==> config.mk <==
export PLATFORM = sky130hd
export DESIGN_NAME = bri_ram
export DESIGN_NICKNAME = d
export VERILOG_FILES = /design/src/hw/rtl/bri_ram.sv
export SDC_FILE = /design/constraint.sdc
export NUM_CORES = 1
export LEC_CHECK = 0
export BUFFER_PORTS_ARGS = -buffer_cell sky130_fd_sc_hd__buf_2
export CAP_MARGIN = 10
export CORE_MARGIN = 3
export CORE_UTILIZATION = 65
export CTS_CLUSTER_SIZE = 40
export DETAILED_ROUTE_END_ITERATION = 16
export PLACE_DENSITY_LB_ADDON = 0.25
export SLEW_MARGIN = 25
export SYNTH_ARGS = -nofsm -noshare
export SYNTH_HDL_FRONTEND = slang
export SYNTH_SLANG_ARGS = --single-unit
==> constraint.sdc <==
create_clock -name clk -period 3.1 [get_ports clk]
set_clock_uncertainty 0.1 [all_clocks]
set_input_delay 0.31 -clock clk [delete_from_list [all_inputs] [get_ports clk]]
set_output_delay 0.31 -clock clk [all_outputs]
set_load 0.02 [all_outputs]
==> src/hw/rtl/bri_ram.sv <==
`timescale 1ns / 1ps
`default_nettype none
// ---------------------------------------------------------------------------
// bri_ram
// generic single-write, single-read ram with registered read data
// ---------------------------------------------------------------------------
module bri_ram #(
  parameter int WIDTH = 8,
  parameter int DEPTH = 64
) (
  input  wire logic                                   clk,
  input  wire logic                                   we,
  input  wire logic [(DEPTH > 1 ? $clog2(DEPTH) : 1)-1:0] waddr,
  input  wire logic [WIDTH-1:0]                       wdata,
  input  wire logic [(DEPTH > 1 ? $clog2(DEPTH) : 1)-1:0] raddr,
  output logic [WIDTH-1:0]                            rdata
);

  logic [WIDTH-1:0] mem [DEPTH];

  always_ff @(posedge clk) begin
    if (we) begin
      mem[waddr] <= wdata;
    end
    rdata <= mem[raddr];
  end

endmodule
`default_nettype wire

; Word level (Yosys, flattened, before mapping)
; Memories as Yosys holds them, arrays and structs flattened. A register that Yosys moved wholly into a read port is not among the register bits.
; Cells that the tools add are included.
[classes]
muxes = 2
[op_table]
columns = op, count
row1 = 1-bit 2-to-1 mux, 2
[totals]
output_inout_bits = 8
in_bits = 22
ram_bits = 512
ff_bits = 0
memories = 1
word_cells = 3
[mem_list]
columns = memory, words, word_bits, rd, rd_ports_with_merged_regs, write_ports, line_no
row1 = mem, 64, 8, 1, 1, 1, 19  ; logic [WIDTH-1:0] mem [DEPTH];

; Longest topological paths before layout
[depth]
word_depth = 2
mapped_depth = 9
depth_no_buf = 5

; Worst setup path before layout
; Ideal clock, no wire load.
[synth_timing]
kind = input to register
start = input port raddr[1] (netlist name)
end = register rdata[3], read port of mem
path_stages = 7
t_arrival_ps = 1850
n_path_buf = 3
slack_ps = 1022
cell_sequence = buf_4 > buf_2 > buf_2 > mux4_2 > mux4_2 > o21ai_1 > o41ai_1
[synth_lines]
columns = element, line_no
row1 = from (decl), 15  ; input wire logic [(DEPTH > 1 ? $clog2(DEPTH) : 1)-1:0] raddr,
row2 = to (decl), 16  ; output logic [WIDTH-1:0] rdata

==> metrics.txt <==
Slew Limit Fails=0; Die Wd=182 um; sum of negative setup slack=0 ns; I/O pin cnt=30; data arrival time of the critical path=2.66 ns; nets@finish=1,086; HPWL reported at the end of detailed placement=26,700 um; clock tree root buffer cell=clkbuf_16; Placed Area=21,300 sq um; VDD IR max=0.000584 V; final hold slack=0.118 ns; Post-DRT Antenna Nets=0; Switching Fraction=20.0%; WL/cell=29.9 um; GR Util met1=40.7%; post-synthesis area per instance=21.5 sq um; CP Max Fanout=43; Hold Path Depth=3; worst r2r path cells=5; Ant. Diodes=0; worst path required time=3.44 ns; global-route usage over all layers=27.7%; Inserted Clock Buffers=50; Die Span Y=182 um; worst skew pair latency=0.56 ns; Internal Power=11.6 mW; Reg clk slew, reported paths=0.07 ns; Max transition margin=48.4%; Pwr Density=633 nW/um^2; DRC Markers=0; final period demand of the worst path=2.32 ns; Cell Count, Final, Fillers Out=1,492; vias per std cell=6.79; cell taking the most area after synthesis=edfxtp_1; Post-Syn Instances=940; Initial Util=67.0%; Final setup violation count=0; post_cts resized=0; area of the mapped netlist=20,200 sq um; DIE AREA=33,200 sq um; drt initial violations=1,305; clk sink count=520; Worst Setup End Kind=register; M3 GR Usage=6.52%; worst hold path class=input port to register; Final period util=75.0%; post-synthesis net count=962; Distinct cells, synth=40; actual slew at the worst max-slew pin=0.772 ns; Seq pwr share=53.9%; Worst Setup Start Kind=input port; CTS tree=built; register area share after synthesis=77.0%; busiest grt layer=met2; dominant cells by area after synthesis=edfxtp_1, mux4_2, nor2_1; initial antenna violation count=0; share of post-route cells with drive strength above 1=29.7%; final instance area=22,900 sq um; CP Class=input port to register; core box area=30,100 sq um; std cell rows=63; Post-CTS Hold Buffers=0; Synth-to-Final Area Change=13.5%; I/O Buffers=29; GP Congestion=0.860; outcome=finished, final reports clean; met2 Use GR=43.4%; part of the power in the clock network=41.0%; detailed-route via count=10,100; Pleak=7.37 nW; yosys warns=0; Logic pwr share=5.2%; maxcap violations=0; total gr overflow=0; Fmax=430 MHz; Post-Route WL=44,700 um; RSZ-0062 raised after global routing=no; final hold vios=0; largest net degree at the start of global routing=65; final core utilization=76.0%; Yosys reg bits=520; Setup Buffers After CTS=0; Max clock buf depth=3; top cell type's share of synthesized area=76.2%; # placed instances=1,402; Sw Pwr=2.90 mW; H-tree depth=2; vias in the first global route=10,400; Initial DRT Pass Iterations=6; first-pass GRT wire length=67,200 um
## Yosys cell counts (all sizes together)
cell     count
o221a        2
nand2b       7
nand4        2
a211oi       4
a221oi       6
buf         34
nor2        83
o22ai        8
o32ai        2
o2bb2ai      3
o21a         2
nor4         2
o311ai       1
mux2i       23
mux2        13
dfxtp        8
or3          1
and2         1
o41ai        2
mux4       126
a22oi        3
a21oi        3
nand2       19
edfxtp     512
nor2b       14
clkbuf      17
nor3         7
o2111ai      3
nand4b       1
o21ai        4
nand3b       3
nand3       13
a2111oi      2
o221ai       8
a31oi        1
## layout by cell type (no fill, tap or decap), drive strengths merged, types with 2 or more instances in the layout
cell       n
a2111oi    2
a211oi     4
a21oi      3
a221oi     6
a22oi      3
buf      122
bufinv     5
clkbuf    67
clkinv    19
dfxtp      8
edfxtp   512
mux2      13
mux2i     23
mux4     126
nand2     19
nand2b     7
nand3     13
nand3b     3
nand4      2
nor2      83
nor2b     14
nor3       7
nor4       2
o2111ai    3
o21a       2
o21ai      4
o221a      2
o221ai     8
o22ai      8
o2bb2ai    3
o32ai      2
o41ai      2
## layer usage
| metal | up-vias | share of wire [%] |
|---|---|---|
| li1 | 4175 | - |
| met4 | 0 | 2.4 |
| met2 | 631 | 49 |
| met1 | 5234 | 38 |
| met5 | - | 0 |
| met3 | 86 | 11 |
## cell type report
cell class	count	area [sq um]
Clock inverter	24	228
Multi-Input combinational cell	369	4320
Sequential cell	520	15500
Tap cell	390	488
Timing Repair Buffer	123	942
Fill cell	1596	7230
Clock buffer	66	1380
## per-stage QoR
stage	setup WS, ns	total power, mW
floorplan	1.02	8.37
global placement	0.249	8.67
detailed placement	0.198	8.69
CTS	0.783	14.5
global route	0.652	14.9
finish	0.775	14.5
## critical path, cell delays in order
cell	delay, ns
clkbuf_8	0.49
buf_12	0.24
buf_4	0.30
mux4_2	0.54
mux2i_1	0.21
o2111ai_1	0.27
nand2_1	0.19
o2bb2ai_1	0.08
## sequential cells by signal, indices dropped and copies added, names as in the netlist
name and flops:
mem 512, rdata 8
## cells by family after synthesis
| group | synth area share, % |
|---|---|
| and+or+nand+nor | 3.39 |
| buffers and inverters | 1.57 |
| muxes | 15.9 |
| DFF | 77.0 |
| AOI/OAI and AO/OA | 2.07 |
## path summary, 6_finish.rpt
kind / start / to / slack (ns)
setup reg to reg: mem[28][4] / rdata[4] / 0.93
hold reg to reg: mem[22][0] / rdata[0] / 0.79
setup / recovery: raddr[0] / rdata[2] / 0.78
hold / removal: raddr[5] / rdata[0] / 0.12
## power groups by stage
stage	Combinational (mW)	Sequential [mW]	Clock (mW)
after global routing	0.795	7.80	6.30
after detailed placement	0.738	7.95	0
after floorplan	0.415	7.96	0
final	0.749	7.80	5.93
after global placement	0.718	7.95	0
after CTS	0.747	7.81	5.99
(Power assumes the default switching activity.)
