<file path="config.mk">
export PLATFORM = sky130hd
export DESIGN_NAME = bri_mul
export DESIGN_NICKNAME = d
export VERILOG_FILES = /design/src/hw/rtl/bri_mul.sv
export SDC_FILE = /design/constraint.sdc
export NUM_CORES = 2
export LEC_CHECK = 0
export BUFFER_PORTS_ARGS = -buffer_cell sky130_fd_sc_hd__buf_2
export CAP_MARGIN = 20
export CORE_MARGIN = 2
export CORE_UTILIZATION = 55
export CTS_CLUSTER_DIAMETER = 80
export DETAILED_ROUTE_END_ITERATION = 10
export GPL_ROUTABILITY_DRIVEN = 0
export PLACE_DENSITY = 0.83
export REMOVE_ABC_BUFFERS = 1
export SLEW_MARGIN = 30
export SYNTH_ARGS = -nofsm -noshare
export SYNTH_HDL_FRONTEND = slang
export SYNTH_SLANG_ARGS = --single-unit
export TNS_END_PERCENT = 10
</file>
<file path="constraint.sdc">
create_clock -name clk -period 9.1 [get_ports clk]
set_clock_uncertainty 0.05 [all_clocks]
set_input_delay 0.455 -clock clk [delete_from_list [all_inputs] [get_ports clk]]
set_output_delay 0.455 -clock clk [all_outputs]
set_load 0.02 [all_outputs]
</file>
<file path="src/hw/rtl/bri_mul.sv">
`timescale 1ns / 1ps
`default_nettype none
// ---------------------------------------------------------------------------
// bri_mul
// shared unsigned multiplier with registered product
// ---------------------------------------------------------------------------
module bri_mul #(
  parameter int WIDTH = 32
) (
  input  wire logic               clk,
  input  wire logic [WIDTH-1:0]   a,
  input  wire logic [WIDTH-1:0]   b,
  output logic [2*WIDTH-1:0]      prod
);

  always_ff @(posedge clk) begin
    prod <= (2*WIDTH)'(a) * (2*WIDTH)'(b);
  end

endmodule
`default_nettype wire

</file>
Word-level counts from Yosys, hierarchy flattened
Cells that the tools add are included.
- $mul: 1
- operator list (cell ; number):
    $mul A32 B32 Y64 ; 1
- register bits after elaboration: 64
- input port bits: 65
- output and inout port bits: 64
- word-level logic and storage cells: 2

Longest topological paths before layout
- word-level depth: 1
- mapped depth: 29
- gate-level depth less buffers: 27

Worst setup path after synthesis
No wires, ideal clock.
- path type: input port to flip-flop
- start: input a[25]
- end: register prod[62]
- setup time: 0.072 ns
- arrival: 7.136 ns
- data required time: 8.978 ns
- path slack: 1.842 ns
- cell stages on the path: 25
- buffers on the path: 2
- path through: clkbuf_1 -> nand2_1 -> fa_1 -> inv_1 -> fa_1 -> inv_1 -> fa_1 -> inv_1 -> fa_1 -> fa_1 -> fa_1 -> fa_1 -> inv_1 -> fa_1 -> inv_1 -> ha_1 -> buf_2 -> nand4_1 -> or4_1 -> or3_1 -> a31oi_1 -> a31o_2 -> a211oi_1 -> o21ai_1 -> xor2_1
- word-level cells in the longest chain between the ends: 1
- RTL lines (item ; RTL line ; RTL):
    from (decl) ; 11 ; input wire logic [WIDTH-1:0] a,
    $mul A32 B32 Y64 ; 17 ; prod <= (2*WIDTH)'(a) * (2*WIDTH)'(b);
    to (signal assigned) ; 17 ;
    to (decl) ; 13 ; output logic [2*WIDTH-1:0] prod
Every way passes these cells.

Worst setup path in the final report
- start: input b[8]
- end: register prod[62]
- word-level cells in the longest chain between the ends: 1
- RTL lines (item ; RTL line ; RTL):
    from (decl) ; 12 ; input wire logic [WIDTH-1:0] b,
    $mul A32 B32 Y64 ; 17 ;
Every way passes these cells.

==> Implementation_results.wiki <==
{| class="wikitable"
! Metric !! Value
|-
| Highest fanout seen on the critical path || 32
|-
| Post-synth design cell area || 34680 um2
|-
| Critical-path cell list || buf_2 -> nand2_1 -> fa_1 -> inv_1 -> fa_1 -> inv_1 -> fa_1 -> inv_1 -> fa_1 -> fa_1 -> fa_1 -> fa_1 -> inv_1 -> fa_1 -> inv_1 -> ha_1 -> nand4_1 -> or4_1 -> or3_1 -> a31oi_1 -> a31o_2 -> a211oi_1 -> o21ai_1 -> xor2_1
|-
| Number of placement rows || 92
|-
| Most common cell on crit path || sky130_fd_sc_hd__fa_1
|-
| Max-slew headroom at the worst pin || 0.4224
|-
| Number of buffers between clock root and the deepest sink || 2
|-
| # Post-CTS Setup Buffers || 0
|-
| Worst-path clk slew || 0.06 ns
|-
| Arrival time reported for the critical path endpoint || 8.28 ns
|-
| Number of vias in the routed layout || 25620
|-
| Yosys cell types || 57
|-
| Worst hold path class || input port to register
|-
| DRT Pass-1 Iters || 6
|-
| Dominant delay contributor by cell family on the critical path || adder cells
|-
| Number of DRC markers after the initial detailed-route iteration || 2107
|-
| Area delta synth->final || 3.933%
|-
| Commonest cells after routing, fill and taps aside || sky130_fd_sc_hd__fa_1, sky130_fd_sc_hd__inv_1, sky130_fd_sc_hd__and2_1
|-
| Synth Instances || 3748
|-
| Commonest non-fill, non-tap cell in the layout || sky130_fd_sc_hd__fa_1
|-
| RSZ-0062 raised after global routing || false
|-
| Final number of hold-violating endpoints || 0
|-
| Type of origin of the critical path || input port
|-
| Root Buffer || sky130_fd_sc_hd__clkbuf_16
|-
| Post-layout worst setup margin || 1.070 ns
|-
| Overflow left after global routing || 0
|-
| Tcrit/Tclk final || 0.8824
|-
| TNS Setup || 0 ns
|-
| Fin. max-slew vios || 0
|-
| Initial antenna violation count || 4
|-
| Worst slack at placement || 0.8297 ns
|-
| Bufs and invs on worst path || 6
|-
| Num Clock Sinks || 64
|-
| Number of enable flip-flop cells after synthesis || 0
|-
| Avg Synthesized Cell Area || 9.252 um2
|-
| Minimum clock period after layout || 8.030 ns
|-
| Die Height || 255.1 um
|-
| Start point of the worst min-delay path || b[0]
|-
| H-tree Lvls || 3
|-
| Maximum number of pins on one net before global-route repair || 33
|-
| Type of the setup path with the least slack || input port to register
|-
| Fraction of registers with async set/reset || 0
|-
| Dpl hpwl || 72690 um
|-
| Wire length of the first global-routing pass || 147800 um
|-
| Largest Register || prod
|-
| Endpoint required time on the critical path || 9.35 ns
|-
| Number of synthesized register bits || 64
|-
| Primary flip-flop cell chosen by synthesis mapping || sky130_fd_sc_hd__dfxtp_1
|-
| Number of instances resized during post-cts repair || 0
|-
| Post-Route WL || 90700 um
|-
| Proportion of layout cells with a drive suffix above 1 || 0.04977
|-
| Endpoint type of the worst setup path || register
|-
| Top achievable clock speed || 124.5 MHz
|-
| Final #Nets || 4916
|-
| TritonCTS clock tree || built
|-
| Layout fillers || 5173
|-
| Max-capacitance violation count || 0
|-
| Via-per-instance ratio || 5.634
|-
| Die Wd || 255.1 um
|-
| PortBufs || 128
|-
| Count of nets left with antenna violations after detail routing || 0
|-
| Final Setup Violations || 0
|-
| I/O pin cnt || 129
|-
| Run status || complete, no violations
|-
| Placeable core region || 62740 um2
|-
| Number of remaining DRC errors || 0
|-
| Number of hold buffers added after CTS || 0
|-
| YS warnings || 0
|-
| Drt wl/cell || 19.95 um
|-
| Die area || 65070 um2
|-
| Seq/Total Area, Yosys || 0.03695
|-
| GRT Overall Usage || 0.2959
|-
| Slowest stage delay, CP || 0.57 ns
|-
| Measured slew at the worst slew-check pin || 0.8664 ns
|-
| Total CTS buffers || 9
|-
| Number of flip-flops in the largest register || 64
|-
| Critical Path Slowest Stage Cell || sky130_fd_sc_hd__fa_1
|-
| Origin of the worst setup path || b[8]
|-
| Initial core utilization || 0.5527
|-
| Registers with the highest flip-flop counts || prod (64)
|-
| Vias in the first global route || 28530
|}
metrics by stage:
| stage | std cells | hold WS [ns] | util | instance area [um2] |
|---|---|---|---|---|
| finish | 4547 | 0.7263 | 0.5745 | 36040 |
| floorplan | 3528 | 0.5267 | - | 33840 |
| global placement | 4527 | 0.8201 | 0.5695 | 35730 |
| global route | 4544 | 0.7401 | 0.5744 | 36030 |
| detailed placement | 4527 | 0.8197 | 0.5695 | 35730 |
| CTS | 4543 | 0.6930 | 0.5743 | 36030 |
cell families after synthesis:
kind of cell | count (synthesis) | synth area share
XOR/XNOR | 60 | 0.01515
AO/OA/AOI/OAI | 202 | 0.04153
flip-flops | 64 | 0.03695
multiplexers | 1 | 0.0002887
adder cells (fa/ha/maj) | 1159 | 0.6122
AND/OR/NAND/NOR | 1177 | 0.1762
buffers and inverters | 1085 | 0.1177
metal layers:
metal | part of all wire | global-route usage
met4 | 0.067 | 0.1721
met3 | 0.091 | 0.05115
met2 | 0.48 | 0.4901
met1 | 0.36 | 0.3670
met5 | 0.00013 | 0
worst paths after layout:
path / end / slack, ns / depth (start not counted)
worst min-delay path: prod[0] / 0.73 / 2
worst max-delay path: prod[62] / 1.07 / 24
layout make-up:
cell class	instances	area [um2]	share of cell area
sequential	64	1281	0.03555
inverter	865	3247	0.09009
timing repair buffer	153	828.3	0.02298
clock buffer	13	260.3	0.007221
tap	846	1059	0.02937
clock inverter	3	40.04	0.001111
antenna	4	10.01	0.0002777
multi-input combinational	2599	29310	0.8134
synth_stat cells (all sizes together) (4+ instances only):
cell    count  share of area
and3       14         0.0025
buf         7        0.00097
o31ai       5         0.0023
nand4      23         0.0041
fa        896           0.52
nand2     480          0.052
xor2       25         0.0063
a221o       4         0.0012
clkbuf    213          0.023
inv       865          0.094
a221oi      4         0.0025
o21ai      26         0.0038
nor3        7         0.0010
o21bai     11         0.0025
a21oi      66         0.0099
dfxtp      64          0.037
a21o       40         0.0087
a31oi      12         0.0022
and2      602           0.11
nor2       20         0.0022
ha        263          0.095
o21a        9         0.0019
nand3      10         0.0014
xnor2      35         0.0088
Power is not shown: default switching activity piles up to over one toggle a cycle in this logic, so the estimate is an artifact.
